<file path="config.mk">
export PLATFORM = sky130hd
export DESIGN_NAME = serial_command_frame_parser_top
export DESIGN_NICKNAME = d
export VERILOG_FILES = /design/src/hw/rtl/scfp_pkg.sv /design/src/hw/rtl/scfp_parser.sv /design/src/hw/rtl/scfp_action_regs.sv /design/src/hw/rtl/serial_command_frame_parser_top.sv
export SDC_FILE = /design/constraint.sdc
export NUM_CORES = 1
export LEC_CHECK = 0
export BUFFER_PORTS_ARGS = -buffer_cell sky130_fd_sc_hd__buf_2
export CAP_MARGIN = 25
export CORE_MARGIN = 3
export CORE_UTILIZATION = 35
export CTS_BUF_LIST = sky130_fd_sc_hd__clkbuf_4
export DETAILED_ROUTE_END_ITERATION = 8
export PLACE_DENSITY_LB_ADDON = 0.08
export SLEW_MARGIN = 20
export SYNTH_ARGS = -nofsm -noshare
export SYNTH_HDL_FRONTEND = slang
export SYNTH_SLANG_ARGS = --single-unit
</file>
<file path="constraint.sdc">
create_clock -name clk -period 24.4 [get_ports clk]
set_input_delay 0 -clock clk [delete_from_list [all_inputs] [get_ports clk]]
set_output_delay 0 -clock clk [all_outputs]
set_load 0.01 [all_outputs]
</file>
<file path="src/hw/rtl/scfp_pkg.sv">
// Shared constants and types for the serial command frame parser.
`timescale 1ns / 1ps

package scfp_pkg;

  // Axes carried in every load frame, and axes actually committed.
  localparam int FRAME_AXES = 4;
  localparam int AXIS_COUNT = 4;

  localparam int PAYLOAD_LEN  = 32;
  localparam int PAYLOAD_BITS = PAYLOAD_LEN * 8;
  localparam int WORD_BITS    = 32;

  localparam logic [5:0] POS_HUNT    = 6'd0;
  localparam logic [5:0] POS_COMMAND = 6'd1;
  localparam logic [5:0] POS_FIRST   = 6'd2;
  localparam logic [5:0] XOR_POS     = 6'd34;

  localparam logic [7:0] HDR_BYTE = 8'hEC;
  localparam logic [7:0] CMD_STOP = 8'hFF;
  localparam logic [7:0] CMD_RUN  = 8'h00;
  localparam logic [7:0] CMD_ECHO = 8'h01;
  localparam logic [7:0] CMD_LOAD = 8'h55;

  localparam logic [7:0] RPL_RECV = 8'h00;
  localparam logic [7:0] RPL_DONE = 8'hFF;
  localparam logic [7:0] RPL_ERR  = 8'hEE;
  localparam logic [7:0] RPL_ECHO = 8'hEC;

  typedef struct packed {
    logic shift;   // push one payload byte
    logic commit;  // copy staged payload to the action registers
  } action_ctrl_t;

  typedef struct packed {
    logic       valid;
    logic [7:0] code;
  } reply_t;

endpackage

</file>
<file path="src/hw/rtl/scfp_parser.sv">
// Frame parser: byte position, command, running XOR and mode flag.
`timescale 1ns / 1ps

module scfp_parser
  import scfp_pkg::*;
(
  input  logic         clk,
  input  logic         rst,
  input  logic         step,
  input  logic [7:0]   rx_byte,
  output action_ctrl_t ctrl,
  output reply_t       reply,
  output logic         run_mode
);

  logic [5:0] byte_position, byte_position_next;
  logic [7:0] command_code, command_code_next;
  logic [7:0] running_parity, running_parity_next;
  logic       mode_flag, mode_flag_next;

  always_comb begin
    byte_position_next  = byte_position;
    command_code_next   = command_code;
    running_parity_next = running_parity;
    mode_flag_next      = mode_flag;
    ctrl                = '0;
    reply               = '0;
    if (step) begin
      if (byte_position == POS_HUNT) begin
        if (rx_byte == HDR_BYTE) begin
          byte_position_next  = POS_COMMAND;
          running_parity_next = '0;
        end
      end else if (byte_position == POS_COMMAND) begin
        command_code_next  = rx_byte;
        byte_position_next = POS_FIRST;
      end else if (command_code == CMD_LOAD) begin
        if (byte_position < XOR_POS) begin
          ctrl.shift          = 1'b1;
          running_parity_next = running_parity ^ rx_byte;
          byte_position_next  = byte_position + 6'd1;
        end else begin
          reply.valid = 1'b1;
          if (running_parity == rx_byte) begin
            ctrl.commit = 1'b1;
            reply.code  = RPL_RECV;
          end else begin
            reply.code  = RPL_ERR;
          end
          byte_position_next = POS_HUNT;
        end
      end else begin
        // Three-byte frames end here whatever the command was.
        reply.valid = 1'b1;
        if (command_code inside {CMD_STOP, CMD_RUN}) begin
          if (rx_byte == command_code) begin
            mode_flag_next = (command_code == CMD_RUN);
            reply.code     = RPL_DONE;
          end else begin
            reply.code     = RPL_ERR;
          end
        end else if (command_code == CMD_ECHO) begin
          reply.code = RPL_ECHO;
        end else begin
          reply.code = RPL_ERR;
        end
        byte_position_next = POS_HUNT;
      end
    end
  end

  always_ff @(posedge clk) begin
    if (rst) begin
      byte_position  <= POS_HUNT;
      command_code   <= '0;
      running_parity <= '0;
      mode_flag      <= 1'b0;
    end else begin
      byte_position  <= byte_position_next;
      command_code   <= command_code_next;
      running_parity <= running_parity_next;
      mode_flag      <= mode_flag_next;
    end
  end

  assign run_mode = mode_flag;

endmodule

</file>
<file path="src/hw/rtl/scfp_action_regs.sv">
// Payload staging shift line and committed interval / step registers.
`timescale 1ns / 1ps

module scfp_action_regs
  import scfp_pkg::*;
(
  input  logic                 clk,
  input  logic                 rst,
  input  action_ctrl_t         ctrl,
  input  logic [7:0]           rx_byte,
  output logic [WORD_BITS-1:0] intervals [FRAME_AXES],
  output logic [WORD_BITS-1:0] steps     [FRAME_AXES]
);

  // First payload byte ends up in the top byte after 32 shifts.
  logic [PAYLOAD_BITS-1:0] staging;

  always_ff @(posedge clk) begin
    if (ctrl.shift) begin
      staging <= {staging[PAYLOAD_BITS-9:0], rx_byte};
    end
  end

  always_ff @(posedge clk) begin
    if (rst) begin
      for (int k = 0; k < FRAME_AXES; k++) begin
        intervals[k] <= '0;
        steps[k]     <= '0;
      end
    end else if (ctrl.commit) begin
      for (int k = 0; k < AXIS_COUNT; k++) begin
        intervals[k] <= staging[PAYLOAD_BITS-1-WORD_BITS*k -: WORD_BITS];
        steps[k]     <= staging[PAYLOAD_BITS/2-1-WORD_BITS*k -: WORD_BITS];
      end
    end
  end

endmodule

</file>
<file path="src/hw/rtl/serial_command_frame_parser_top.sv">
// Top level of the serial command frame parser.
`timescale 1ns / 1ps
//
// Parses command frames from a stream of received UART bytes, one byte per
// slave transaction. Header 0xEC opens a frame; stop/run/echo frames are three
// bytes, load frames carry 32 payload bytes plus an XOR check byte.
// Every input byte produces exactly one master transaction: m_tuser flags
// whether a reply byte is present, m_tdata carries the reply code, the run
// mode and the committed intervals and step counts as they stand after that
// byte.
// Latency: two register stages (input register, then result register);
// m_tvalid rises when the result register loads the accepted byte.
// Throughput: one byte per cycle unless the receiver stalls; all parsing is a
// single combinational pass between the input register and the result register.
// Reset (rst, synchronous) empties both registers, returns the parser to
// header hunt, stops the mode and clears all committed values.
// When the receiver stalls, the result register holds and the input register
// fills; s_tready then drops until the result is taken. Parser state only
// advances when a result is loaded, so the reported values always match the
// byte being delivered.

module serial_command_frame_parser_top
  import scfp_pkg::*;
(
  input  logic         clk,
  input  logic         rst,
  input  logic         s_tvalid,
  output logic         s_tready,
  input  logic [7:0]   s_tdata,   // [7:0] rx_byte
  output logic         m_tvalid,
  input  logic         m_tready,
  // [7:0] reply_byte, [8] run_mode, [40:9] interval_a, [72:41] interval_b,
  // [104:73] interval_c, [136:105] interval_d, [168:137] steps_a,
  // [200:169] steps_b, [232:201] steps_c, [264:233] steps_d, [271:265] zero
  output logic [271:0] m_tdata,
  output logic         m_tuser    // [0] reply_valid
);

  logic         in_valid;
  logic [7:0]   in_byte;
  logic         out_ready;
  logic         step;
  action_ctrl_t ctrl;
  reply_t       reply;
  reply_t       reply_q;
  logic         run_mode;
  logic [WORD_BITS-1:0] intervals [FRAME_AXES];
  logic [WORD_BITS-1:0] steps     [FRAME_AXES];

  assign out_ready = !m_tvalid || m_tready;
  assign step      = in_valid && out_ready;
  assign s_tready  = !in_valid || out_ready;

  always_ff @(posedge clk) begin
    if (rst) begin
      in_valid <= 1'b0;
    end else if (s_tready) begin
      in_valid <= s_tvalid;
    end
  end

  always_ff @(posedge clk) begin
    if (s_tvalid && s_tready) begin
      in_byte <= s_tdata;
    end
  end

  scfp_parser u_parser (
    .clk      (clk),
    .rst      (rst),
    .step     (step),
    .rx_byte  (in_byte),
    .ctrl     (ctrl),
    .reply    (reply),
    .run_mode (run_mode)
  );

  scfp_action_regs u_action_regs (
    .clk       (clk),
    .rst       (rst),
    .ctrl      (ctrl),
    .rx_byte   (in_byte),
    .intervals (intervals),
    .steps     (steps)
  );

  always_ff @(posedge clk) begin
    if (rst) begin
      m_tvalid <= 1'b0;
    end else if (out_ready) begin
      m_tvalid <= in_valid;
    end
  end

  always_ff @(posedge clk) begin
    if (step) begin
      reply_q <= reply;
    end
  end

  assign m_tuser = reply_q.valid;
  assign m_tdata = {7'd0,
                    steps[3], steps[2], steps[1], steps[0],
                    intervals[3], intervals[2], intervals[1], intervals[0],
                    run_mode, reply_q.code};

endmodule
</file>
-- Word-level counts from Yosys, hierarchy flattened
Cells that the tools add are included.
- output and inout port bits: 275
- flip-flop bits (word level): 554
- word-level logic and storage cells: 72
- equality and inequality tests: 9
- reduce and logical (&&, ||, !) cells: 16
- magnitude comparators: 1
- bitwise logic cells: 4
- $add $sub $neg: 1
- muxes and demuxes: 23
- operators with widths (kind ; count):
    $mux 8 ; 7
    $mux 6 ; 5
    $mux 9 ; 2
    $eq 8x8->1 ; 2
    $eq 8x8->1 const B ; 2
    $mux 2 ; 5
    $eq 8x1->1 const B ; 1
    $eq 8x7->1 const B ; 1
    $logic_not 8->1 ; 1
    $xor 8x8->8 ; 1
    $add 6x1->6 const B ; 1
    $eq 6x1->1 const B ; 1
    $logic_not 6->1 ; 1
    $lt 6x6->1 const B ; 1
    $reduce_and 6->1 ; 1
    $reduce_bool 2->1 ; 3
    $mux 5 ; 1
    $reduce_and 5->1 ; 1
    $mux 1 ; 3
    $not 1->1 ; 3
    $reduce_and 3->1 ; 1
    $logic_and 1x1->1 ; 2
    $logic_not 1->1 ; 2
    $logic_or 1x1->1 ; 2
    other kinds (4) ; 4

-- Depth between registers and ports, before layout
- depth after elaboration: 7
- gate-level depth with buffers: 9

-- Hierarchy
From an unflattened synthesis, not the netlist that was laid out.
- cells, all modules: 1289
- area, all modules: 19148.4 µm²
- modules (own cells, without submodules) (module ; area each (µm²) ; times used ; cells an instance ; seq. area each (µm²)):
    scfp_action_regs ; 17010.1 ; 1 ; 1081 ; 12812.3
    scfp_parser ; 1460.2 ; 1 ; 172 ; 460.4
    serial_command_frame_parser_top ; 678.2 ; 1 ; 36 ; 550.5

-- Least setup slack after synthesis
No wires, ideal clock.
- kind: reg-to-reg
- start point: register u_parser.byte_position[2]
- end point: register u_action_regs.staging[0], enable pin
- path slack: 4.816 ns
- setup time: 1.186 ns
- buffers on the path: 0
- period minus slack after synthesis: 19.584 ns
- data required time: 23.214 ns
- arrival time: 18.397 ns
- stages on the path, launching flop included: 4
- cells stage by stage: dfxtp_1 > o41ai_2 > nand3_1 > nor3_1
- RTL lines (element ; line ; text):
    start: declaration ; scfp_parser.sv:16 ; logic [5:0] byte_position, byte_position_next;
    start signal: assignment ; scfp_parser.sv:79 ; byte_position <= byte_position_next;
    end signal: assignment ; scfp_action_regs.sv:20 ; staging <= {staging[PAYLOAD_BITS-9:0], rx_byte};
    end: declaration ; scfp_action_regs.sv:16 ; logic [PAYLOAD_BITS-1:0] staging;

-- Worst setup path after layout
- start point: register in_byte[0]
- end point: register u_action_regs.intervals[109] (netlist bit)
- word-level cells in the longest chain between the ends: 7
- RTL lines (element ; line ; text):
    start: declaration ; serial_command_frame_parser_top.sv:40 ; logic [7:0] in_byte;
    start signal: assignment ; serial_command_frame_parser_top.sv:64 ; in_byte <= s_tdata;
    $eq 8x8->1 ; scfp_parser.sv:44 ; if (running_parity == rx_byte) begin
    $mux 1 ; scfp_parser.sv:44 ;
    $mux 1 ; scfp_parser.sv:38 ; if (byte_position < XOR_POS) begin
    $mux 2 ; scfp_parser.sv:37 ; end else if (command_code == CMD_LOAD) begin
    $mux 2 ; scfp_parser.sv:34 ; end else if (byte_position == POS_COMMAND) begin
    $mux 2 ; scfp_parser.sv:29 ; if (byte_position == POS_HUNT) begin
    $mux 2 ; scfp_parser.sv:28 ; if (step) begin
    end signal: indexed assignment ; scfp_action_regs.sv:32 ; intervals[k] <= staging[PAYLOAD_BITS-1-WORD_BITS*k -: WORD_BITS];
    end: declaration ; scfp_action_regs.sv:11 ; output logic [WORD_BITS-1:0] intervals [FRAME_AXES],
Every way passes these cells.
A chain may end at the register's enable or synchronous reset.

==> run_results.csv <==
group,metric,value,unit
outcome,status,"complete, no violations",
cts,numClockSinks,549,
worst_hold_path,min_path_type,"in -> reg",
logic_synthesis,synthMuxAreaShare,0.401,%
placed_design,portBuffers,279,
logic_synthesis,synth_area_per_cell,12.8,µm²
finish,nets,1946,
cts,cts-root-buf,"clkbuf_4",
logic_synthesis,ys_types,51,
logic_synthesis,syn_inst,1560,
cts,ctsResizeCount,0,
floorplan,core_area,55800,µm²
setup_path,worstSetupEndpointType,"flip-flop",
route,vias_per_cell,4.53,
cts,numCtsBuffers,153,
logic_synthesis,syn_area,20000,µm²
logic_synthesis,synth_xor_xnor_area_share,0.789,%
worst_hold_path,hold-path-cell-count,3,
route,routed_wl,49.5,mm
logic_synthesis,synthDominantCellAreaShare,40.3,%
logic_synthesis,synth_most_common_cell,"nand2_1",
finish,layoutNonFillerInstCount,2806,
logic_synthesis,ys_ff_latch,549,
route,vias,12723,
cts,htree_num_levels,4,
global_route,grt_overflow_total,0,
route,drt-initial-drc-count,657,
floorplan,die_h,245,µm
cts,path_clk_slew,70,ps
route,wl_per_cell,17.7,µm
logic_synthesis,async_flop_share,0,%
logic_synthesis,synthTopCellsByArea,"edfxtp_1, dfxtp_1, a21oi_2",
placed_design,globalplace.congestion,0.771,
setup_path,startpoint_type,"flip-flop",
floorplan,die_area,60000,µm²
sta,slew_viol_final,0,
setup_path,r2r_setup_slack,20060,ps
job,cap_violations,0,
global_route,grt_pass1_wl,76.1,mm
sta,rsz0062_at_grt,"false",
logic_synthesis,synth_seq_area_share,68.4,%
logic_synthesis,ys_dominant_reg_cell,"dfxtp_1",
sta,final.min_clock_period,4340,ps
setup_path,reg2reg_depth,7,
placed_design,dp.cells,2500,
sta,max_clock_freq,0.230,GHz
setup_path,worst-setup-path-type,"reg -> reg",
logic_synthesis,yosysTopAreaCell,"edfxtp_1",
sta,finClkSkew,48.4,ps
setup_path,cp_max_fo,136,
sta,slew_headroom,26.4,%
floorplan,die_w,245,µm
logic_synthesis,synth-edff-count,268,
setup_path,arrival,5170,ps
cts,cts_tree,"done",
logic_synthesis,yosys.area_share.adder,0.188,%
finish,drive_above_1_share,46.4,%
route,drc,0,
pwr,power.density,76.3,nW/µm²
route,drtPass1Iterations,4,
sta,tns,0,ps
pwr,p_leak,8.60,nW
logic_synthesis,synth_compound_area_share,11.5,%
sta,fin_crit_sh,17.8,%
placed_design,dp_hpwl,29.9,mm
logic_synthesis,yosys_warnings,0,
pwr,vdd_drop_max,0.0347,mV
global_route,antenna_found_initial,1,
logic_synthesis,synth_top_family_by_area,"simple AND/OR/NAND/NOR gates",
global_route,grt_max_degree,208,
sta,worst_pin_slew,1100,ps
sta,hold_viol,0,
floorplan,initial_core_util,35.8,%
floorplan,ioPinCount,287,
finish,syn_to_final_growth,19.4,%
cts,cts_buffer_depth,3,
sta,setup_viol,0,
global_route,grt_usage,16.6,%
global_route,grt_pass1_vias,12886,
finish,fin_util,42.7,%
route,antenna_left,0,
logic_synthesis,ys_top_cells_by_count,"nand2_1, dfxtp_1, edfxtp_1, a21oi_2, nand2_2",
floorplan,rows,86,
cts,clk_latency,920,ps
setup_path,cp.required,25230,ps
logic_synthesis,yosys.area_share.simple,14.4,%
## metrics by stage
step / setup WS [ps] / hold slack, ps / power [W] / cell area (µm²)
4_1_cts: 19870 / 78.5 / 0.00187 / 23900
5_1_grt: 19630 / 175 / 0.00192 / 23900
6_report: 20060 / 242 / 0.00182 / 23900
2_1_floorplan: 4820 / 98.9 / 0.000995 / 20000
3_3_place_gp: 19970 / 179 / 0.000999 / 21600
3_5_place_dp: 19910 / 180 / 0.00100 / 21600
## worst paths after layout
kind / to / start
worst max-delay path: u_action_regs.intervals[109] / in_byte[0]
worst min-delay path: in_byte[5] / s_tvalid
worst max register to register: u_action_regs.intervals[109] / in_byte[0]
worst min register to register: u_action_regs.staging[167] / u_action_regs.staging[159]
## final cells by class
type,instances,area [µm²]
diodes,2,5.00
clock buffers,243,1820
clock inverters,37,175
fillers,5404,32000
inverters,6,22.5
multi-input cells,908,5470
flip-flops and latches,549,13700
well taps,748,936
repair buffers,313,1760
## power breakdown
group | internal (W) | switching (W)
sequential | 0.000959 | 0.00000180
clock | 0.000461 | 0.000379
combinational | 0.00000572 | 0.0000155
## placed cells by master, fill, tap and decap left out, types with 10 or more instances in the layout
master,count
nor2_1,17
edfxtp_1,268
a21oi_2,200
clkbuf_4,243
nand2_1,317
buf_2,278
dfxtp_1,281
xor2_1,10
a21oi_1,61
clkinv_1,29
dlygate4sd3_1,24
nand2_2,200
## state kept, by name (all words and copies together), names as in the netlist
signal                   flops
m_tuser                      1
m_tdata                      3
m_tvalid                     1
u_parser.command_code        8
u_parser.byte_position       6
in_byte                      8
u_action_regs.intervals    128
in_valid                     1
u_parser.run_mode            1
u_parser.running_parity      8
u_action_regs.staging      256
u_action_regs.steps        128
## repair_timing
item	CTS	global route
endpoints found under the hold margin	127	0
setup buffers	0	0
hold buffers	24	0
## routing by layer
| layer | vias up | wire length, µm | global-route usage [%] |
|---|---|---|---|
| met5 | - | 0 | 0 |
| met4 | 0 | 967 | 7.02 |
| met2 | 313 | 23900 | 26.8 |
| met3 | 77 | 2600 | 4.81 |
| li1 | 6182 | - | - |
| met1 | 6151 | 22000 | 20.8 |
## critical path, stage by stage, from the launching register on
cell	delay, ps
edfxtp_1	510
xor2_1	200
nor4_1	580
and4_4	1010
buf_12	630
buf_4	890
nand2_1	110
a21oi_1	170
## logic make-up after synthesis
group                    Yosys count
other                              1
buffers and inverters            109
multiplexers                       8
flip-flops                       549
adder cells (fa/ha/maj)            3
XOR/XNOR                          18
AO/OA/AOI/OAI                    288
AND/OR/NAND/NOR                  584
Note: power is estimated with default switching activity, not from simulation.
